File: src/hw/rtl/crcfr_pkg.sv
// Package: shared types, constants and CRC step functions for the CRC forward/reverse patch block.
`default_nettype none
package crcfr_pkg;

  localparam int unsigned MaxWidthBytes = 8;
  localparam int unsigned CrcW          = 8 * MaxWidthBytes;
  localparam int unsigned ShW           = $clog2(CrcW);
  localparam int unsigned ActW          = 3;
  localparam int unsigned CfgIdxW       = 3;

  localparam logic [ActW-1:0] ActStart = 3'd0;
  localparam logic [ActW-1:0] ActFwd   = 3'd1;
  localparam logic [ActW-1:0] ActRev   = 3'd2;
  localparam logic [ActW-1:0] ActRead  = 3'd3;
  localparam logic [ActW-1:0] ActPatch = 3'd4;

  localparam logic [CfgIdxW-1:0] CfgPoly  = 3'd0;
  localparam logic [CfgIdxW-1:0] CfgWidth = 3'd1;
  localparam logic [CfgIdxW-1:0] CfgMsb   = 3'd2;
  localparam logic [CfgIdxW-1:0] CfgInit  = 3'd3;
  localparam logic [CfgIdxW-1:0] CfgFinal = 3'd4;

  localparam logic [CrcW-1:0] PolyRst  = 64'h0000_0000_04C1_1DB7;
  localparam logic [3:0]      WidthRst = 4'd4;
  localparam logic [CrcW-1:0] InitRst  = 64'h0000_0000_FFFF_FFFF;
  localparam logic [CrcW-1:0] FinalRst = 64'h0000_0000_FFFF_FFFF;

  typedef enum logic [2:0] {
    OpStart,
    OpFwd,
    OpRev,
    OpRead,
    OpPatch,
    OpNone
  } op_e;

  typedef struct packed {
    logic            msb;
    logic [3:0]      nb;
    logic [ShW-1:0]  sh;
    logic [CrcW-1:0] mask;
    logic [CrcW-1:0] top;
    logic [CrcW-1:0] poly_m;
    logic [CrcW-1:0] poly_a;
    logic [CrcW-1:0] poly_r;
    logic [CrcW-1:0] init_x;
    logic [CrcW-1:0] final_x;
  } cfg_t;

  typedef struct packed {
    op_e             op;
    logic [7:0]      data;
    logic [CrcW-1:0] seed;
  } cmd_t;

  function automatic logic [3:0] clamp_nb(logic [3:0] wb);
    logic [3:0] n;
    n = wb;
    if (n == 4'd0) n = 4'd1;
    if (n > 4'(MaxWidthBytes)) n = 4'(MaxWidthBytes);
    return n;
  endfunction

  function automatic logic [ShW-1:0] shift_of(logic [3:0] nb);
    return ShW'((int'(MaxWidthBytes) - int'(nb)) * 8);
  endfunction

  function automatic logic [CrcW-1:0] byte_swap(logic [CrcW-1:0] x, logic [ShW-1:0] sh);
    logic [CrcW-1:0] r;
    for (int i = 0; i < int'(MaxWidthBytes); i++) begin
      r[8*(int'(MaxWidthBytes)-1-i) +: 8] = x[8*i +: 8];
    end
    return r >> sh;
  endfunction

  function automatic logic [CrcW-1:0] fwd_step(logic [CrcW-1:0] crc, logic [7:0] c, cfg_t cfg);
    logic [CrcW-1:0] a;
    if (cfg.msb) begin
      a = ((crc & cfg.mask) << cfg.sh) ^ {c, {(CrcW-8){1'b0}}};
      for (int k = 0; k < 8; k++) begin
        a = a[CrcW-1] ? ((a << 1) ^ cfg.poly_a) : (a << 1);
      end
      a = a >> cfg.sh;
    end else begin
      a = (crc & cfg.mask) ^ {{(CrcW-8){1'b0}}, c};
      for (int k = 0; k < 8; k++) begin
        a = a[0] ? ((a >> 1) ^ cfg.poly_r) : (a >> 1);
      end
    end
    return a & cfg.mask;
  endfunction

  function automatic logic [CrcW-1:0] back_step(logic [CrcW-1:0] crc, logic [7:0] c, cfg_t cfg);
    logic [CrcW-1:0] a;
    a = crc & cfg.mask;
    if (cfg.msb) begin
      for (int k = 0; k < 8; k++) begin
        a = a[0] ? (((a ^ cfg.poly_m) >> 1) | cfg.top) : (a >> 1);
      end
      a = a ^ ({c, {(CrcW-8){1'b0}}} >> cfg.sh);
    end else begin
      for (int k = 0; k < 8; k++) begin
        a = ((a & cfg.top) != '0) ? ((((a ^ cfg.poly_r) << 1) | CrcW'(1)) & cfg.mask)
                                  : ((a << 1) & cfg.mask);
      end
      a = a ^ {{(CrcW-8){1'b0}}, c};
    end
    return a & cfg.mask;
  endfunction

endpackage
`default_nettype wire

File: src/hw/rtl/crcfr_if.sv
// Interfaces: request and result channels with valid/ready handshake.
`default_nettype none
interface crcfr_in_if;
  import crcfr_pkg::*;
  logic            valid;
  logic            ready;
  logic [ActW-1:0] action;
  logic [7:0]      data_byte;
  logic [CrcW-1:0] target_value;

  modport source (output valid, action, data_byte, target_value, input ready);
  modport sink   (input valid, action, data_byte, target_value, output ready);
endinterface

`default_nettype wire

File: src/hw/rtl/crcfr_front.sv
// Front end: accepts request transactions, decodes the action and prepares the reverse seed.
`default_nettype none
module crcfr_front (
  crcfr_in_if.sink          in_if,
  input  crcfr_pkg::cfg_t   cfg_i,
  input  logic              full_i,
  output logic              push_o,
  output crcfr_pkg::cmd_t   cmd_o
);
  import crcfr_pkg::*;

  assign in_if.ready = !full_i;
  assign push_o      = in_if.valid && !full_i;

  always_comb begin
    unique case (in_if.action)
      ActStart: cmd_o.op = OpStart;
      ActFwd:   cmd_o.op = OpFwd;
      ActRev:   cmd_o.op = OpRev;
      ActRead:  cmd_o.op = OpRead;
      ActPatch: cmd_o.op = OpPatch;
      default:  cmd_o.op = OpNone;
    endcase
    cmd_o.data = in_if.data_byte;
    cmd_o.seed = (in_if.target_value ^ cfg_i.final_x) & cfg_i.mask;
  end
endmodule
`default_nettype wire

File: src/flat_wrapper.sv
// flat-port wrapper written by rule: the top's interface ports become plain ports
module crcfr_front_flat import crcfr_pkg::*;
  (cfg_i, full_i, push_o, cmd_o, in_if_valid, in_if_action, in_if_data_byte, in_if_target_value, in_if_ready);
  crcfr_in_if in_if_i ();
  input  crcfr_pkg::cfg_t cfg_i;
  input  logic full_i;
  output logic push_o;
  output crcfr_pkg::cmd_t cmd_o;
  input wire logic [$bits(in_if_i.valid)-1:0] in_if_valid;
  input wire logic [$bits(in_if_i.action)-1:0] in_if_action;
  input wire logic [$bits(in_if_i.data_byte)-1:0] in_if_data_byte;
  input wire logic [$bits(in_if_i.target_value)-1:0] in_if_target_value;
  output wire logic [$bits(in_if_i.ready)-1:0] in_if_ready;
  assign in_if_i.valid = in_if_valid;
  assign in_if_i.action = in_if_action;
  assign in_if_i.data_byte = in_if_data_byte;
  assign in_if_i.target_value = in_if_target_value;
  assign in_if_ready = in_if_i.ready;
  crcfr_front u_core (.in_if(in_if_i), .cfg_i(cfg_i), .full_i(full_i), .push_o(push_o), .cmd_o(cmd_o));
endmodule
File: config.mk
export PLATFORM = sky130hd
export DESIGN_NAME = crcfr_front_flat
export DESIGN_NICKNAME = d
export VERILOG_FILES = /design/src/hw/rtl/crcfr_pkg.sv /design/src/hw/rtl/crcfr_if.sv /design/src/hw/rtl/crcfr_front.sv /design/src/flat_wrapper.sv
export SDC_FILE = /design/constraint.sdc
export NUM_CORES = 1
export LEC_CHECK = 0
export ABC_AREA = 1
export BUFFER_PORTS_ARGS = -buffer_cell sky130_fd_sc_hd__buf_2
export CAP_MARGIN = 40
export CORE_AREA = 2 2 237 239
export DETAILED_ROUTE_END_ITERATION = 8
export DIE_AREA = 0 0 239 241
export GPL_TIMING_DRIVEN = 0
export PLACE_DENSITY = 0.3
export SLEW_MARGIN = 0
export SYNTH_ARGS = -nofsm -noshare
export SYNTH_HDL_FRONTEND = slang
export SYNTH_SLANG_ARGS = --single-unit
File: constraint.sdc
create_clock -name vclk -period 0.8
set_input_delay 0.08 -clock vclk [all_inputs]
set_output_delay 0.08 -clock vclk [all_outputs]
set_load 0.01 [all_outputs]
==> impl_metrics.json, run 1 <==
{
  "status": "completed",
  "tns_ps": 0,
  "synth_fa_ha_area_share_pct": 0,
  "nFillCells": 6577,
  "power-per-cell-area_mw_per_mm2": 408.8,
  "start_util_pct": 1.915,
  "seq_area_um2": 0,
  "synth_top_family_by_area": "simple AND/OR/NAND/NOR gates",
  "synth_nets": 807,
  "yosys.area.top_type": "nor2_1",
  "dp_hpwl_mm": 9.047,
  "pin_count": 613,
  "ys_seq_area_share_pct": 0,
  "layout_commonest_cell": "buf_2",
  "setup_violations": 0,
  "synth_area_mm2": 0.001051,
  "fmax_mhz": 1353,
  "path_class": "in -> out",
  "grt_remaining_overflow": 0,
  "rsz0062_at_grt": "no",
  "dieArea_mm2": 0.05760,
  "drive_gt1_share_pct": 51.74,
  "cts_resized": 0,
  "layout_common_cells": "buf_2 (274), nor2_1 (130), nand2_1 (128)",
  "clkbuf_count": 0,
  "cap_violations": 0,
  "cp_data_required_time_ps": 720,
  "slew_headroom_pct": 84.09,
  "dr.pass1.iters": 4,
  "fp-row-count": 86,
  "path_delay_family": "simple AND/OR/NAND/NOR gates",
  "wl_per_cell_um": 7.524,
  "path_cells": "buf_2, nand2_1, nand2_1, nor2_1, buf_2",
  "crit_fanout": 2,
  "synth_cell_types": 6,
  "synth_compound_area_share_pct": 0.7143,
  "crit_slowest_cell": "nor2_1",
  "yosys.area.top_type_share_pct": 46.43,
  "postCtsSetupBuffers": 0,
  "fin_crit_sh_pct": 92.38,
  "drt-initial-drc-count": 56,
  "yosys.area_share.simple_pct": 92.14,
  "antenna_found_initial": 9,
  "drv_slew": 0,
  "synthTopCellsByArea": "nor2_1 (46%), nand2_1 (46%), buf_4 (5.7%)",
  "min-delay-start": "in_if_data_byte[2]",
  "seq_cells": 0,
  "leakagePower_nw": 1.809,
  "wirelength_mm": 9.413,
  "timing.final.crit_period_ps": 739.1,
  "antenna_left": 0,
  "whs_ps": 344.1,
  "ir_drop_v": 0.0001117,
  "ctsHoldBuffers": 0,
  "critical_path.endpoint_type": "primary output",
  "critPathMaxStageDelay_ps": 200,
  "critPathBufInv": 2,
  "port_buffers": 274,
  "worst_pin_slew_ps": 237.7,
  "grt_max_degree": 4,
  "hold_path.class": "in -> out",
  "grt_pass1_wl_mm": 11.51,
  "grt_usage_pct": 2.726,
  "worst_setup_path_start_kind": "primary input",
  "synth-xor-area-share_pct": 0,
  "via_count": 2555,
  "place_congestion": 0.7394,
  "route.detailed.drc": 0,
  "crit_start": "in_if_target_value[41]",
  "syn_area_per_cell_um2": 3.878,
  "muxShareOfSynthArea_pct": 0,
  "worstPathArrival_ps": 660,
  "hold_violations": 0,
  "syn_inst": 271,
  "syn_to_final_growth_pct": 214.8,
  "nets": 1083,
  "die_w_um": 239,
  "grt_pass1_vias": 2145,
  "yosysWarnings": 0,
  "die_y_um": 241,
  "vias_per_cell": 2.042,
  "design.core.area_mm2": 0.05488
}
[cell usage after synthesis]
| master | count |
|---|---|
| nor2_1 | 130 |
| nand2_1 | 128 |
| buf_4 | 8 |
| clkbuf_1 | 1 |
| a21o_1 | 1 |
| inv_1 | 3 |
[metrics by stage]
| stage | utilization [%] | area (um2) | setup WS (ps) | instances | power (mW) |
|---|---|---|---|---|---|
| 6_report | 6.028 | 3308 | 60.94 | 1251 | 1.352 |
| 5_1_grt | 6.024 | 3306 | 10.48 | 1250 | 1.518 |
| 4_1_cts | 6.019 | 3303 | 26.91 | 1249 | 1.373 |
| 3_5_place_dp | 6.019 | 3303 | 29.48 | 1249 | 1.367 |
| 3_3_place_gp | 6.019 | 3303 | 22.35 | 1249 | 1.355 |
| 2_1_floorplan | - | 1051 | 396.6 | 271 | 0.5006 |
[logic make-up (layout without fill, tap and decap cells)]
kind of cell | count (synthesis) | in the layout
buffers and inverters | 12 | 286
AOI/OAI and AO/OA | 1 | 1
other | 0 | 2
and+or+nand+nor | 258 | 258
[layout make-up]
| cell class | count | area [um2] | area share [%] |
|---|---|---|---|
| diodes | 2 | 5.005 | 0.1513 |
| plain buffers | 9 | 63.81 | 1.929 |
| inverters | 3 | 11.26 | 0.3404 |
| multi-input cells | 259 | 975.9 | 29.50 |
| well taps | 704 | 880.8 | 26.63 |
| repair buffers | 274 | 1371 | 41.45 |
[final timing paths]
| path | end | slack, ps | cells past startpoint |
|---|---|---|---|
| max | cmd_o[41] | 60 | 5 |
| min | cmd_o[66] | 340 | 2 |
[layer usage]
layer / wire [um] / global-route usage [%] / share of wire (%) / up-vias
li1: - / - / - / 1353
met1: 3075 / 2.404 / 33 / 938
met2: 4405 / 5.453 / 47 / 240
met3: 1675 / 1.453 / 18 / 20
met4: 229 / 0.4735 / 2.4 / 4
met5: 27 / 0 / 0.29 / -
[where the power goes]
| group | switching [mW] | internal, mW | total [mW] |
|---|---|---|---|
| logic | 0.662 | 0.691 | 1.35 |
| clock network | 0 | 0.000000335 | 0.000000335 |
| registers | 0 | 0 | 0 |
Power figures use the tool's default switching activity.
==> inputs of run 2 (changes only) <==
Settings changed: CORE_AREA 2 2 237 239 to 2 2 235 237, DIE_AREA 0 0 239 241 to 0 0 237 239.
Clock period 0.8 ns to 0.9 ns, I/O delays scaled along.
==> run 2 against run 1 <==
Compared with the run above:
- critical path depth is the same
- utilization grew 0.055 points
- global-route usage grew 0.28 points
- final area is essentially flat
- critical endpoint is now cmd_o[23]
==> impl_metrics.json, run 2 (synthesized netlist as in run 1, its figures left out) <==
{
  "status": "completed",
  "min-delay-start": "in_if_data_byte[1]",
  "hold_violations": 0,
  "worstPathArrival_ps": 650,
  "fp-row-count": 86,
  "rsz0062_at_grt": "no",
  "drt-initial-drc-count": 49,
  "syn_to_final_growth_pct": 214.5,
  "tns_ps": 0,
  "antenna_left": 0,
  "dr.pass1.iters": 4,
  "fmax_mhz": 1346,
  "slew_headroom_pct": 85.12,
  "wl_per_cell_um": 7.602,
  "fin_crit_sh_pct": 82.58,
  "path_delay_family": "buffers and inverters",
  "postCtsSetupBuffers": 0,
  "drv_slew": 0,
  "dp.cells": 1249,
  "grt_pass1_wl_mm": 12.68,
  "leakagePower_nw": 1.809,
  "hold_depth": 2,
  "design.core.area_mm2": 0.05434,
  "holdPathEnd": "cmd_o[65]",
  "power-per-cell-area_mw_per_mm2": 358.2,
  "pin_count": 613,
  "die_w_um": 237,
  "start_util_pct": 1.934,
  "grt_pass1_vias": 2297,
  "vias_per_cell": 2.055,
  "nFillCells": 6489,
  "critPathMaxStageDelay_ps": 190,
  "seq_area_um2": 0,
  "crit_slowest_cell": "nor2_1",
  "dieArea_mm2": 0.05664,
  "cts_resized": 0,
  "final_cells": 1250,
  "timing.final.crit_period_ps": 743.2,
  "wirelength_mm": 9.503,
  "seq_cells": 0,
  "worst_setup_path_start_kind": "primary input",
  "grt_max_degree": 4,
  "worst_pin_slew_ps": 222.4,
  "path_class": "in -> out",
  "ir_drop_v": 0.0001092,
  "dp_hpwl_mm": 9.241,
  "utilization_pct": 6.083,
  "layout_commonest_cell": "buf_2",
  "power.total_mw": 1.184,
  "port_buffers": 274,
  "grt_usage_pct": 3.005,
  "clkbuf_count": 0,
  "place_congestion": 0.6872,
  "route.detailed.drc": 0,
  "hold_path.class": "in -> out",
  "critical_path.endpoint_type": "primary output",
  "crit_fanout": 2,
  "path_cells": "buf_2, nand2_1, nand2_1, nor2_1, buf_2",
  "cap_violations": 0,
  "layout_common_cells": "buf_2 (274), nor2_1 (130), nand2_1 (128)",
  "drive_gt1_share_pct": 51.74,
  "ctsHoldBuffers": 0,
  "antenna_found_initial": 11,
  "cp_data_required_time_ps": 810,
  "critPathBufInv": 2,
  "setup_violations": 0,
  "nets": 1083,
  "die_y_um": 239,
  "via_count": 2569,
  "grt_remaining_overflow": 0,
  "multi_input_area_um2": 975.9
}
## run 2: worst max path at each step
stage | startpoint | end | slack, ps | cells past startpoint
after floorplan | in_if_target_value[0] | cmd_o[0] | 480 | 3
after global placement | cfg_i[36] | cmd_o[36] | 110 | 5
after detailed placement | cfg_i[36] | cmd_o[36] | 120 | 5
after CTS | cfg_i[36] | cmd_o[36] | 110 | 5
after global routing | cfg_i[36] | cmd_o[36] | 100 | 5
final | in_if_target_value[23] | cmd_o[23] | 160 | 5
## run 2: report_power, final
group | switching [mW] | internal, mW | total (mW)
registers | 0 | 0 | 0
logic | 0.570 | 0.614 | 1.18
clock network | 0 | 0.000000149 | 0.000000149
total | 0.570 | 0.614 | 1.18
## run 2: final cells by class
class	count	area share, %
diodes	1	0.07570
plain buffers	9	1.930
inverters	3	0.3407
multi-input cells	259	29.52
well taps	704	26.65
repair buffers	274	41.48
## run 2: routing by layer
layer  vias to the layer above  routed length [um]  share of wire [%]  global-route usage, %
met3                        16                2058                 22                  2.125
met2                       248                4031                 42                  5.294
met5                         -                  52               0.55                      0
met4                         8                  63               0.66                      0
met1                       944                3296                 35                  3.079
li1                       1353                   -                  -                      -
## run 2: through the flow
| stage | worst slack, ps | hold WS [ps] | cell area (um2) |
|---|---|---|---|
| 2_1_floorplan | 476.6 | 223.5 | 1051 |
| 3_3_place_gp | 105.3 | 365.5 | 3303 |
| 3_5_place_dp | 118.8 | 364.6 | 3303 |
| 4_1_cts | 114.6 | 364.8 | 3303 |
| 5_1_grt | 95.42 | 367.3 | 3303 |
| 6_report | 156.8 | 363.6 | 3306 |
