--- config.mk ---
export PLATFORM = sky130hd
export DESIGN_NAME = crcfr_cfg
export DESIGN_NICKNAME = d
export VERILOG_FILES = /design/src/hw/rtl/crcfr_pkg.sv /design/src/hw/rtl/crcfr_cfg.sv
export SDC_FILE = /design/constraint.sdc
export NUM_CORES = 1
export LEC_CHECK = 0
export ABC_AREA = 1
export ABC_CLOCK_PERIOD_IN_PS = 2940
export BUFFER_PORTS_ARGS = -buffer_cell sky130_fd_sc_hd__buf_2
export CORE_AREA = 3 3 204 206
export DETAILED_ROUTE_END_ITERATION = 7
export DIE_AREA = 0 0 207 209
export HOLD_SLACK_MARGIN = 0.05
export PLACE_DENSITY = 0.54
export SYNTH_ARGS = -nofsm -noshare
export SYNTH_HDL_FRONTEND = slang
export SYNTH_SLANG_ARGS = --single-unit
--- constraint.sdc ---
create_clock -name clk_i -period 2.94 [get_ports clk_i]
set_input_delay 0.147 -clock clk_i [delete_from_list [all_inputs] [get_ports clk_i]]
set_output_delay 0.147 -clock clk_i [all_outputs]
set_load 0.02 [all_outputs]
--- src/hw/rtl/crcfr_pkg.sv ---
// Package: shared types, constants and CRC step functions for the CRC forward/reverse patch block.
`default_nettype none
package crcfr_pkg;

  localparam int unsigned MaxWidthBytes = 8;
  localparam int unsigned CrcW          = 8 * MaxWidthBytes;
  localparam int unsigned ShW           = $clog2(CrcW);
  localparam int unsigned ActW          = 3;
  localparam int unsigned CfgIdxW       = 3;

  localparam logic [ActW-1:0] ActStart = 3'd0;
  localparam logic [ActW-1:0] ActFwd   = 3'd1;
  localparam logic [ActW-1:0] ActRev   = 3'd2;
  localparam logic [ActW-1:0] ActRead  = 3'd3;
  localparam logic [ActW-1:0] ActPatch = 3'd4;

  localparam logic [CfgIdxW-1:0] CfgPoly  = 3'd0;
  localparam logic [CfgIdxW-1:0] CfgWidth = 3'd1;
  localparam logic [CfgIdxW-1:0] CfgMsb   = 3'd2;
  localparam logic [CfgIdxW-1:0] CfgInit  = 3'd3;
  localparam logic [CfgIdxW-1:0] CfgFinal = 3'd4;

  localparam logic [CrcW-1:0] PolyRst  = 64'h0000_0000_04C1_1DB7;
  localparam logic [3:0]      WidthRst = 4'd4;
  localparam logic [CrcW-1:0] InitRst  = 64'h0000_0000_FFFF_FFFF;
  localparam logic [CrcW-1:0] FinalRst = 64'h0000_0000_FFFF_FFFF;

  typedef enum logic [2:0] {
    OpStart,
    OpFwd,
    OpRev,
    OpRead,
    OpPatch,
    OpNone
  } op_e;

  typedef struct packed {
    logic            msb;
    logic [3:0]      nb;
    logic [ShW-1:0]  sh;
    logic [CrcW-1:0] mask;
    logic [CrcW-1:0] top;
    logic [CrcW-1:0] poly_m;
    logic [CrcW-1:0] poly_a;
    logic [CrcW-1:0] poly_r;
    logic [CrcW-1:0] init_x;
    logic [CrcW-1:0] final_x;
  } cfg_t;

  typedef struct packed {
    op_e             op;
    logic [7:0]      data;
    logic [CrcW-1:0] seed;
  } cmd_t;

  function automatic logic [3:0] clamp_nb(logic [3:0] wb);
    logic [3:0] n;
    n = wb;
    if (n == 4'd0) n = 4'd1;
    if (n > 4'(MaxWidthBytes)) n = 4'(MaxWidthBytes);
    return n;
  endfunction

  function automatic logic [ShW-1:0] shift_of(logic [3:0] nb);
    return ShW'((int'(MaxWidthBytes) - int'(nb)) * 8);
  endfunction

  function automatic logic [CrcW-1:0] byte_swap(logic [CrcW-1:0] x, logic [ShW-1:0] sh);
    logic [CrcW-1:0] r;
    for (int i = 0; i < int'(MaxWidthBytes); i++) begin
      r[8*(int'(MaxWidthBytes)-1-i) +: 8] = x[8*i +: 8];
    end
    return r >> sh;
  endfunction

  function automatic logic [CrcW-1:0] fwd_step(logic [CrcW-1:0] crc, logic [7:0] c, cfg_t cfg);
    logic [CrcW-1:0] a;
    if (cfg.msb) begin
      a = ((crc & cfg.mask) << cfg.sh) ^ {c, {(CrcW-8){1'b0}}};
      for (int k = 0; k < 8; k++) begin
        a = a[CrcW-1] ? ((a << 1) ^ cfg.poly_a) : (a << 1);
      end
      a = a >> cfg.sh;
    end else begin
      a = (crc & cfg.mask) ^ {{(CrcW-8){1'b0}}, c};
      for (int k = 0; k < 8; k++) begin
        a = a[0] ? ((a >> 1) ^ cfg.poly_r) : (a >> 1);
      end
    end
    return a & cfg.mask;
  endfunction

  function automatic logic [CrcW-1:0] back_step(logic [CrcW-1:0] crc, logic [7:0] c, cfg_t cfg);
    logic [CrcW-1:0] a;
    a = crc & cfg.mask;
    if (cfg.msb) begin
      for (int k = 0; k < 8; k++) begin
        a = a[0] ? (((a ^ cfg.poly_m) >> 1) | cfg.top) : (a >> 1);
      end
      a = a ^ ({c, {(CrcW-8){1'b0}}} >> cfg.sh);
    end else begin
      for (int k = 0; k < 8; k++) begin
        a = ((a & cfg.top) != '0) ? ((((a ^ cfg.poly_r) << 1) | CrcW'(1)) & cfg.mask)
                                  : ((a << 1) & cfg.mask);
      end
      a = a ^ {{(CrcW-8){1'b0}}, c};
    end
    return a & cfg.mask;
  endfunction

endpackage
`default_nettype wire

--- src/hw/rtl/crcfr_cfg.sv ---
// Configuration registers and derived width, mask and polynomial forms.
`default_nettype none
module crcfr_cfg (
  input  logic                              clk_i,
  input  logic                              rst_ni,
  input  logic                              cfg_we_i,
  input  logic [crcfr_pkg::CfgIdxW-1:0]     cfg_idx_i,
  input  logic [crcfr_pkg::CrcW-1:0]        cfg_data_i,
  output crcfr_pkg::cfg_t                   cfg_o
);
  import crcfr_pkg::*;

  logic [CrcW-1:0] poly_q;
  logic [3:0]      wb_q;
  logic            msb_q;
  logic [CrcW-1:0] init_q;
  logic [CrcW-1:0] final_q;
  logic [CrcW-1:0] poly_rev;

  always_ff @(posedge clk_i or negedge rst_ni) begin
    if (!rst_ni) begin
      poly_q  <= PolyRst;
      wb_q    <= WidthRst;
      msb_q   <= 1'b0;
      init_q  <= InitRst;
      final_q <= FinalRst;
    end else if (cfg_we_i) begin
      unique case (cfg_idx_i)
        CfgPoly:  poly_q  <= cfg_data_i;
        CfgWidth: wb_q    <= cfg_data_i[3:0];
        CfgMsb:   msb_q   <= cfg_data_i[0];
        CfgInit:  init_q  <= cfg_data_i;
        CfgFinal: final_q <= cfg_data_i;
        default: ;
      endcase
    end
  end

  always_comb begin
    for (int i = 0; i < int'(CrcW); i++) begin
      poly_rev[CrcW-1-i] = poly_q[i];
    end
  end

  always_comb begin
    cfg_o.msb     = msb_q;
    cfg_o.nb      = clamp_nb(wb_q);
    cfg_o.sh      = shift_of(cfg_o.nb);
    cfg_o.mask    = {CrcW{1'b1}} >> cfg_o.sh;
    cfg_o.top     = {1'b1, {(CrcW-1){1'b0}}} >> cfg_o.sh;
    cfg_o.poly_m  = poly_q & cfg_o.mask;
    cfg_o.poly_a  = cfg_o.poly_m << cfg_o.sh;
    cfg_o.poly_r  = poly_rev >> cfg_o.sh;
    cfg_o.init_x  = init_q;
    cfg_o.final_x = final_q;
  end
endmodule
`default_nettype wire

==> reports/summary.txt, run 1 <==
Maximum root-to-sink buffer count = 2
GP Congestion = 0.960
Fin nets = 2,227
Register area share after synthesis = 41.5%
Fill cells = 4,213
Final core occ = 41.1%
P per Cell Area = 1060 mW/mm^2
Highest Signal Layer = met4
Final Worst Setup Slack = 0.0651 ns
Prevailing post-synth register cell = dfrtp_1
Tcrit/Tclk final = 97.8%
Final setup fails = 0
Rows = 73
VDD IR-drop max = 0.000426 V
Crit path kind = reg2out
Root buf cell = clkbuf_16
Core area = 0.0398 mm^2
I/O pins = 529
Routed wl met3 = 4730 um
Type of element launching the critical path = register
Worst path depth = 10
Mapped Avg Cell Area = 7.07 um^2
Yosys warnings = 0
Worst slew pin tran = 1.13 ns
Met1 Routed Length = 22,400 um
Most used cell along the critical path = nand2_8
Fin. Hold Viols = 0
Cell count after synthesis = 1,713
Final WL = 57,400 um
Worst path top cell family by delay = simple AND/OR/NAND/NOR gates
CTS tree = built
Iteration-0 DRC count of the detailed router = 943
Vias = 13,100
Vias/cell = 4.86
Mapped Area = 0.0121 mm^2
Max Freq = 348 MHz
Area Growth Syn to Fin = 35.2%
Final Skew = 0 ns
Die footprint = 0.0433 mm^2
Num CTS Buffers = 17
Critical path cell sequence = o21bai_4 > nand2_2 > ha_4 > inv_4 > nand2_8 > nand2_8 > buf_16 > buf_12 > nor3_1 > buf_2
Overflow after GRT = 0
Metal2 WL = 28,500 um
Distinct cells, synth = 24
Worst skew pair latency = 0.46 ns
Share of cells above drive strength 1 = 32.6%
RSZ-0062 raised after global routing = true
Hold Path Depth = 3
CP required = 2.79 ns
Clock transition at path regs = 0.07 ns
Clock tree sinks = 197
H-Tree Depth = 4
Worst slack, placed = 0.0958 ns
Hold_ws = 0.0744 ns
Outcome = completed
Number of global-route vias before repair = 12,500
Number of synthesized flops with an enable pin = 0
Synthesis-stage register bit count = 197
Die Ht = 209 um
GRT Overall Usage = 25.1%
Max-cap violations = 0
Design Power = 17.4 mW
Static leakage power = 8.89 nW
R2R depth = 2
Post-route ant nets = 0
Data arrival time of the worst path = 2.73 ns
Pre-antenna DRT Iters = 5
First-pass GRT wire length = 82,100 um
Worst Path Buf+Inv = 4
CP max stage cell = dfstp_2
HPWL Detailed = 43,700 um
DR DRC count = 0
Die width = 207 um
Critical path's largest stage delay = 0.60 ns
Final Max Tran Viols = 0
Initial Utilization = 30.4%
I/O Buffers = 461
CP Capture Type = primary output
Worst-path fanout max = 9
Synth async-reset ratio = 100%
Final min period = 2.87 ns
Largest net degree at the start of global routing = 129
Max-slew headroom = 24.8%
Worst hold path class = in2reg
Initial antenna violation count = 2
DR WL/cell = 21.3 um
[cell usage in the layout (no fill, tap or decap), drive strengths merged]
master and instances:
o21ai 262, bufinv 5, dfstp 79, nand3b 2
o211ai 40, diode 1, clkinvlp 5, o21bai 1
dfrtp 118, bufbuf 2, clkbuf 23, inv 161
nor2 117, nor3 9, buf 533, conb 67
a21oi 8, nand3 178, dlygate4sd3 64, nand2 484
ha 5, clkinv 2
[area by class of cell]
type	instances	area (um^2)	area share (%)
antenna	1	2.50	0.0153
clock buffer	18	429	2.62
clock inverter	14	220	1.35
inverter	159	613	3.74
multi-input combinational	1173	5530	33.8
sequential	197	5030	30.7
tap	525	657	4.01
timing repair buffer	604	3890	23.7
[what timing repair did]
item	in CTS	in global routing
pin swaps	5	17
cloned	2	4
gates resized for setup	50	67
hold endpoints to repair	238	0
setup buffers	23	10
setup endpoints to repair	116	129
hold buffers	64	0
[cells by family (layout without fill, tap and decap cells)]
| kind of cell | Yosys count | after routing | share of synthesized area, % |
|---|---|---|---|
| and+or+nand+nor | 789 | 790 | 26.7 |
| buffers and inverters | 409 | 795 | 17.5 |
| AOI/OAI and AO/OA | 311 | 311 | 13.7 |
| DFF | 197 | 197 | 41.5 |
| adders and majority gates | 5 | 5 | 0.517 |
| other | 2 | 68 | 0.0620 |
[through the flow]
| stage | setup TNS (ns) | area (um^2) | std cells |
|---|---|---|---|
| 2_1_floorplan | 0 | 12400 | 1778 |
| 3_3_place_gp | 0 | 14200 | 2555 |
| 3_5_place_dp | 0 | 14200 | 2555 |
| 4_1_cts | -0.0126 | 16000 | 2676 |
| 5_1_grt | -0.213 | 16400 | 2691 |
| 6_report | 0 | 16400 | 2691 |
[tightest hold or removal path, stage by stage]
cell and delay (ns):
buf_2 0.13, nand3b_1 0.13, o21ai_0 0.08
[metal layers]
layer / vias up / track usage, %
li1: 6139 / -
met1: 6263 / 29.9
met2: 601 / 44.0
met3: 78 / 6.79
met4: 0 / 8.05
met5: - / 0
[report_power, final]
| group | switching, mW | internal (mW) | total (mW) |
|---|---|---|---|
| Clock | 1.11 | 1.52 | 2.63 |
| Combinational | 7.36 | 3.46 | 10.8 |
| Sequential | 0.532 | 3.37 | 3.90 |
[cells in the mapped netlist (8+ instances only)]
library cell / instances / area [um^2]
nand2_1: 481 / 1810
o21ai_0: 261 / 1310
nand3_1: 176 / 881
inv_1: 156 / 586
buf_4: 145 / 1090
dfrtp_1: 118 / 2950
nor2_1: 115 / 432
dfstp_2: 79 / 2080
clkbuf_1: 63 / 236
o211ai_1: 40 / 300
buf_2: 35 / 175
nor3_1: 9 / 45.0
a21oi_1: 8 / 40.0
[final timing paths]
check,start,endpoint,slack [ns]
setup / recovery,wb_q[2],cfg_o[198],0.07
hold reg to reg,final_q[46],final_q[46],0.49
hold / removal,cfg_idx_i[0],msb_q,0.07
min in group asynchronous,rst_ni,poly_q[9],0.35
max in group asynchronous,rst_ni,init_q[18],1.73
setup reg to reg,poly_q[10],poly_q[10],1.98
[flip-flops by register name, indices dropped and copies added (netlist names)]
register  cells
final_q      64
init_q       64
poly_q       64
wb_q          4
msb_q         1
Power figures use the tool's default switching activity.
==> inputs of run 2 (changes only) <==
Settings changed: CTS_CLUSTER_SIZE set to 12, SETUP_SLACK_MARGIN set to 0.15.
==> reports/summary.txt, run 2 (same netlist as run 1, synthesis figures left out) <==
Outcome = completed
Routed wl met3 = 4490 um
Clock tree sinks = 197
GP Congestion = 0.960
HPWL Detailed = 43,700 um
H-Tree Depth = 4
I/O pins = 529
I/O Buffers = 461
Final Max Tran Viols = 0
Pre-antenna DRT Iters = 5
Critical path's largest stage delay = 0.44 ns
Final Worst Setup Slack = 0.0990 ns
Highest Signal Layer = met4
CTS tree = built
Die footprint = 0.0433 mm^2
RSZ-0062 raised after global routing = true
Most used cell along the critical path = nand3_4
Die Ht = 209 um
First-pass GRT wire length = 84,000 um
GRT Overall Usage = 25.7%
Root buf cell = clkbuf_16
Tcrit/Tclk final = 96.6%
Rows = 73
Regs by FF count = final_q x64, init_q x64, poly_q x64
DR DRC count = 0
P per Cell Area = 1070 mW/mm^2
Num CTS Buffers = 17
Met1 Routed Length = 23,400 um
Fin nets = 2,256
Worst hold path class = in2reg
Largest net degree at the start of global routing = 129
Leading cell type in the layout, fill and taps excluded = nand2_1
Max-slew headroom = 25.1%
Metal2 WL = 29,400 um
Die width = 207 um
Worst slack, placed = 0.0958 ns
Max Freq = 352 MHz
VDD IR-drop max = 0.000411 V
Clock transition at path regs = 0.07 ns
Static leakage power = 9.31 nW
Number of global-route vias before repair = 12,700
Type of element launching the critical path = register
CP Capture Type = primary output
Post-route ant nets = 0
Initial Utilization = 30.4%
Setup TNS = 0 ns
Final setup fails = 0
Share of cells above drive strength 1 = 39.2%
Max-cap violations = 0
Initial antenna violation count = 2
Worst slew pin tran = 1.12 ns
Crit path kind = reg2out
Fin. Hold Viols = 0
Reg2reg setup slack = 1.99 ns
Iteration-0 DRC count of the detailed router = 975
DR WL/cell = 21.8 um
Final min period = 2.84 ns
CP required = 2.79 ns
Commonest cells after routing, fill and taps aside = nand2_1 (438), buf_2 (369), o21ai_0 (246), inv_1 (149), buf_4 (124)
Area Growth Syn to Fin = 45.9%
Final WL = 59,200 um
Critical path cell sequence = o21bai_4 > nand2_2 > ha_4 > inv_6 > nand3_4 > nand3_4 > buf_12 > clkinvlp_4 > nor2_1 > buf_2
Final Skew = 0 ns
Overflow after GRT = 0
Core area = 0.0398 mm^2
Vias = 13,500
Data arrival time of the worst path = 2.69 ns
CP max stage cell = dfrtp_2
Worst-path fanout max = 8
Worst skew pair latency = 0.46 ns
Maximum root-to-sink buffer count = 2
Vias/cell = 4.95
## run 2: layout make-up
| type | instances | area (um^2) |
|---|---|---|
| Fill cell | 4090 | 22200 |
| Multi-Input combinational cell | 1176 | 6170 |
| Sequential cell | 197 | 5030 |
| Timing Repair Buffer | 630 | 4530 |
| Tap cell | 525 | 657 |
| Inverter | 159 | 624 |
| Clock buffer | 18 | 429 |
| Clock inverter | 14 | 220 |
| Antenna cell | 1 | 2.50 |
## run 2: power breakdown
group | leakage (nW) | switching, mW | internal (mW)
clock | 0.311 | 1.11 | 1.52
combinational | 6.69 | 7.98 | 4.43
sequential | 2.31 | 0.543 | 3.37
total | 9.31 | 9.63 | 9.33
## run 2: final timing paths
kind,from,endpoint,depth (start not counted)
max in group asynchronous,rst_ni,final_q[26],3
worst min-delay path,cfg_idx_i[0],msb_q,3
worst min register to register,final_q[46],final_q[46],2
worst max register to register,poly_q[10],poly_q[10],2
min in group asynchronous,rst_ni,poly_q[9],2
worst max-delay path,wb_q[1],cfg_o[273],10
## run 2: layer usage
layer | vias to the layer above | track usage (%)
li1 | 6226 | -
met1 | 6520 | 31.1
met2 | 616 | 44.7
met3 | 93 | 6.35
met4 | 0 | 8.71
met5 | - | 0
## run 2: critical path: cells and delay by family, from the launching register on
| kind | cells | cell delay [ns] |
|---|---|---|
| fa+ha+maj | 1 | 0.20 |
| compound gates | 1 | 0.20 |
| simple gates | 4 | 0.74 |
| flops | 1 | 0.44 |
| buf+inv | 4 | 0.63 |
## run 2: metrics by stage
stage	utilization, %	instance area, um^2	cells	power (mW)	hold slack [ns]
after floorplan	-	12400	1778	10.1	-0.149
after global placement	35.7	14200	2555	13.6	0.280
after detailed placement	35.7	14200	2555	13.6	0.280
after CTS	40.9	16300	2689	17.4	0.0562
after global routing	44.4	17700	2720	20.0	0.0908
final	44.4	17700	2720	19.0	0.0735
## run 2: what timing repair did
| action | 4_1_cts | 5_1_grt |
|---|---|---|
| setup endpoints to repair | 169 | 132 |
| setup buffers | 30 | 23 |
| endpoints found under the hold margin | 238 | 0 |
| pin swaps | 17 | 63 |
| resized for setup | 93 | 306 |
| hold buffers | 64 | 0 |
| cloned | 8 | 7 |
==> inputs of run 3 (changes only) <==
Settings changed: ABC_CLOCK_PERIOD_IN_PS 2940 to 2400, CORE_AREA 3 3 204 206 to 3 3 203 205, DIE_AREA 0 0 207 209 to 0 0 206 208, PLACE_DENSITY 0.54 to 0.56.
Clock period 2.94 ns to 2.4 ns, I/O delays scaled along.
==> reports/summary.txt, run 3 (same netlist as run 1, synthesis figures left out) <==
Clock tree sinks = 197
DR WL/cell = 22.4 um
Worst skew pair latency = 0.45 ns
Routing usage on met1 = 33.9%
Fin nets = 2,411
Die Ht = 208 um
Area of the multi-input gates = 0.00749 mm^2
Pre-antenna DRT Iters = 5
Maximum root-to-sink buffer count = 2
Worst hold path class = in2reg
Worst slack, placed = -0.141 ns
Failing checks = negative setup slack
Worst slew pin tran = 0.647 ns
Final Worst Setup Slack = -0.403 ns
Die width = 206 um
P per Cell Area = 1310 mW/mm^2
ANT cells = 0
Root buf cell = clkbuf_16
DR DRC count = 0
Final min period = 2.80 ns
Num CTS Buffers = 17
Final Skew = 0 ns
Area Growth Syn to Fin = 80.5%
Die footprint = 0.0428 mm^2
Commonest cells after routing, fill and taps aside = nand2_1 (379), buf_2 (273), o21ai_0 (223), buf_6 (209), buf_4 (145)
I/O Buffers = 461
Tcrit/Tclk final = 117%
Initial Utilization = 30.5%
Worst-path fanout max = 8
Met2 global-route usage = 48.3%
CP Capture Type = primary output
Crit path kind = reg2out
Regs by FF count = final_q x64, init_q x64, poly_q x64
Vias = 14,300
Vias/cell = 4.97
Post-route cell area = 0.0219 mm^2
VDD IR-drop max = 0.000579 V
GR Layer Usage met3 = 6.45%
Register area = 0.00503 mm^2
Initial antenna violation count = 0
Static leakage power = 10.8 nW
Final WL = 64,300 um
Max-slew headroom = 56.9%
Max Freq = 357 MHz
Leading cell type in the layout, fill and taps excluded = nand2_1
Clock transition at path regs = 0.08 ns
CTS tree = built
Fin. Hold Viols = 0
Rows = 73
HPWL Detailed = 43,800 um
Outcome = complete, but fails checks
Largest net degree at the start of global routing = 129
CP required = 2.28 ns
Data arrival time of the worst path = 2.68 ns
Final setup fails = 247
GRT Overall Usage = 28.3%
Share of cells above drive strength 1 = 51.1%
Cell Area, Placed = 0.0150 mm^2
Number of global-route vias before repair = 14,200
Iteration-0 DRC count of the detailed router = 1,023
Type of element launching the critical path = register
GP Congestion = 0.892
Core area = 0.0396 mm^2
Final Max Tran Viols = 0
Overflow after GRT = 0
Post-route ant nets = 0
I/O pins = 529
H-Tree Depth = 4
Fill cells = 3,605
RSZ-0062 raised after global routing = true
Max-cap violations = 0
First-pass GRT wire length = 90,700 um
GRT busiest layer = met2
==> run 3: timing repair <==
item,4_1_cts,5_1_grt
hold buffers,64,0
hold endpoints to repair,222,0
pin swaps,134,114
buffers inserted,83,42
cloned,23,6
resized for setup,703,347
endpoints found under the setup margin,248,252
==> run 3: where the power goes <==
| part | switching, mW | leakage [nW] | internal [mW] |
|---|---|---|---|
| clock network | 1.43 | 0.260 | 1.36 |
| registers | 0.680 | 2.31 | 4.13 |
| logic | 11.9 | 8.21 | 9.06 |
==> run 3: layer usage <==
metal | share of wire, % | vias to the layer above
li1 | - | 6551
met1 | 38 | 6923
met2 | 50 | 668
met3 | 7.5 | 135
met4 | 5.1 | 0
met5 | 0 | -
==> run 3: area by class of cell <==
type / count / share of cell area, %
Timing Repair inverter: 1 / 0.0515
Clock buffer: 18 / 1.96
Sequential cell: 197 / 23.0
Tap cell: 525 / 3.00
Multi-Input combinational cell: 1173 / 34.2
Timing Repair Buffer: 787 / 34.2
Clock inverter: 14 / 0.561
Inverter: 159 / 2.95
==> run 3: through the flow <==
step	hold WS [ns]	setup TNS, ns	util [%]	cells	total power, mW
2_1_floorplan	-0.176	0	-	1778	12.6
3_3_place_gp	0.146	-0.660	37.8	2624	17.4
3_5_place_dp	0.155	-0.552	37.8	2624	17.5
4_1_cts	0.0640	-47.91	50.7	2826	26.1
5_1_grt	0.0778	-77.22	55.1	2874	29.8
6_report	0.0831	-59.14	55.1	2874	28.6
==> run 3: final timing paths <==
check	cells after the start	start	end	slack, ns
max in group asynchronous	3	rst_ni	init_q[23]	1.34
worst min-delay path	3	cfg_data_i[0]	final_q[0]	0.08
worst max register to register	3	wb_q[2]	wb_q[2]	1.31
min in group asynchronous	2	rst_ni	final_q[44]	0.23
worst min register to register	2	final_q[44]	final_q[44]	0.48
worst max-delay path	16	wb_q[1]	cfg_o[243]	-0.40
==> run 3: worst max-delay path, cell delays in order (launching register included) <==
cell and delay (ns):
dfrtp_1 0.43, o21bai_4 0.22, nand2_4 0.09, ha_4 0.20
inv_6 0.09, nand3_4 0.11, buf_12 0.16, nand2_8 0.10
buf_12 0.14, buf_12 0.10, nand3_4 0.07, nand2_2 0.10
nand3_2 0.08, nand2_2 0.08, nand2_2 0.06, nand2_4 0.09
buf_6 0.12
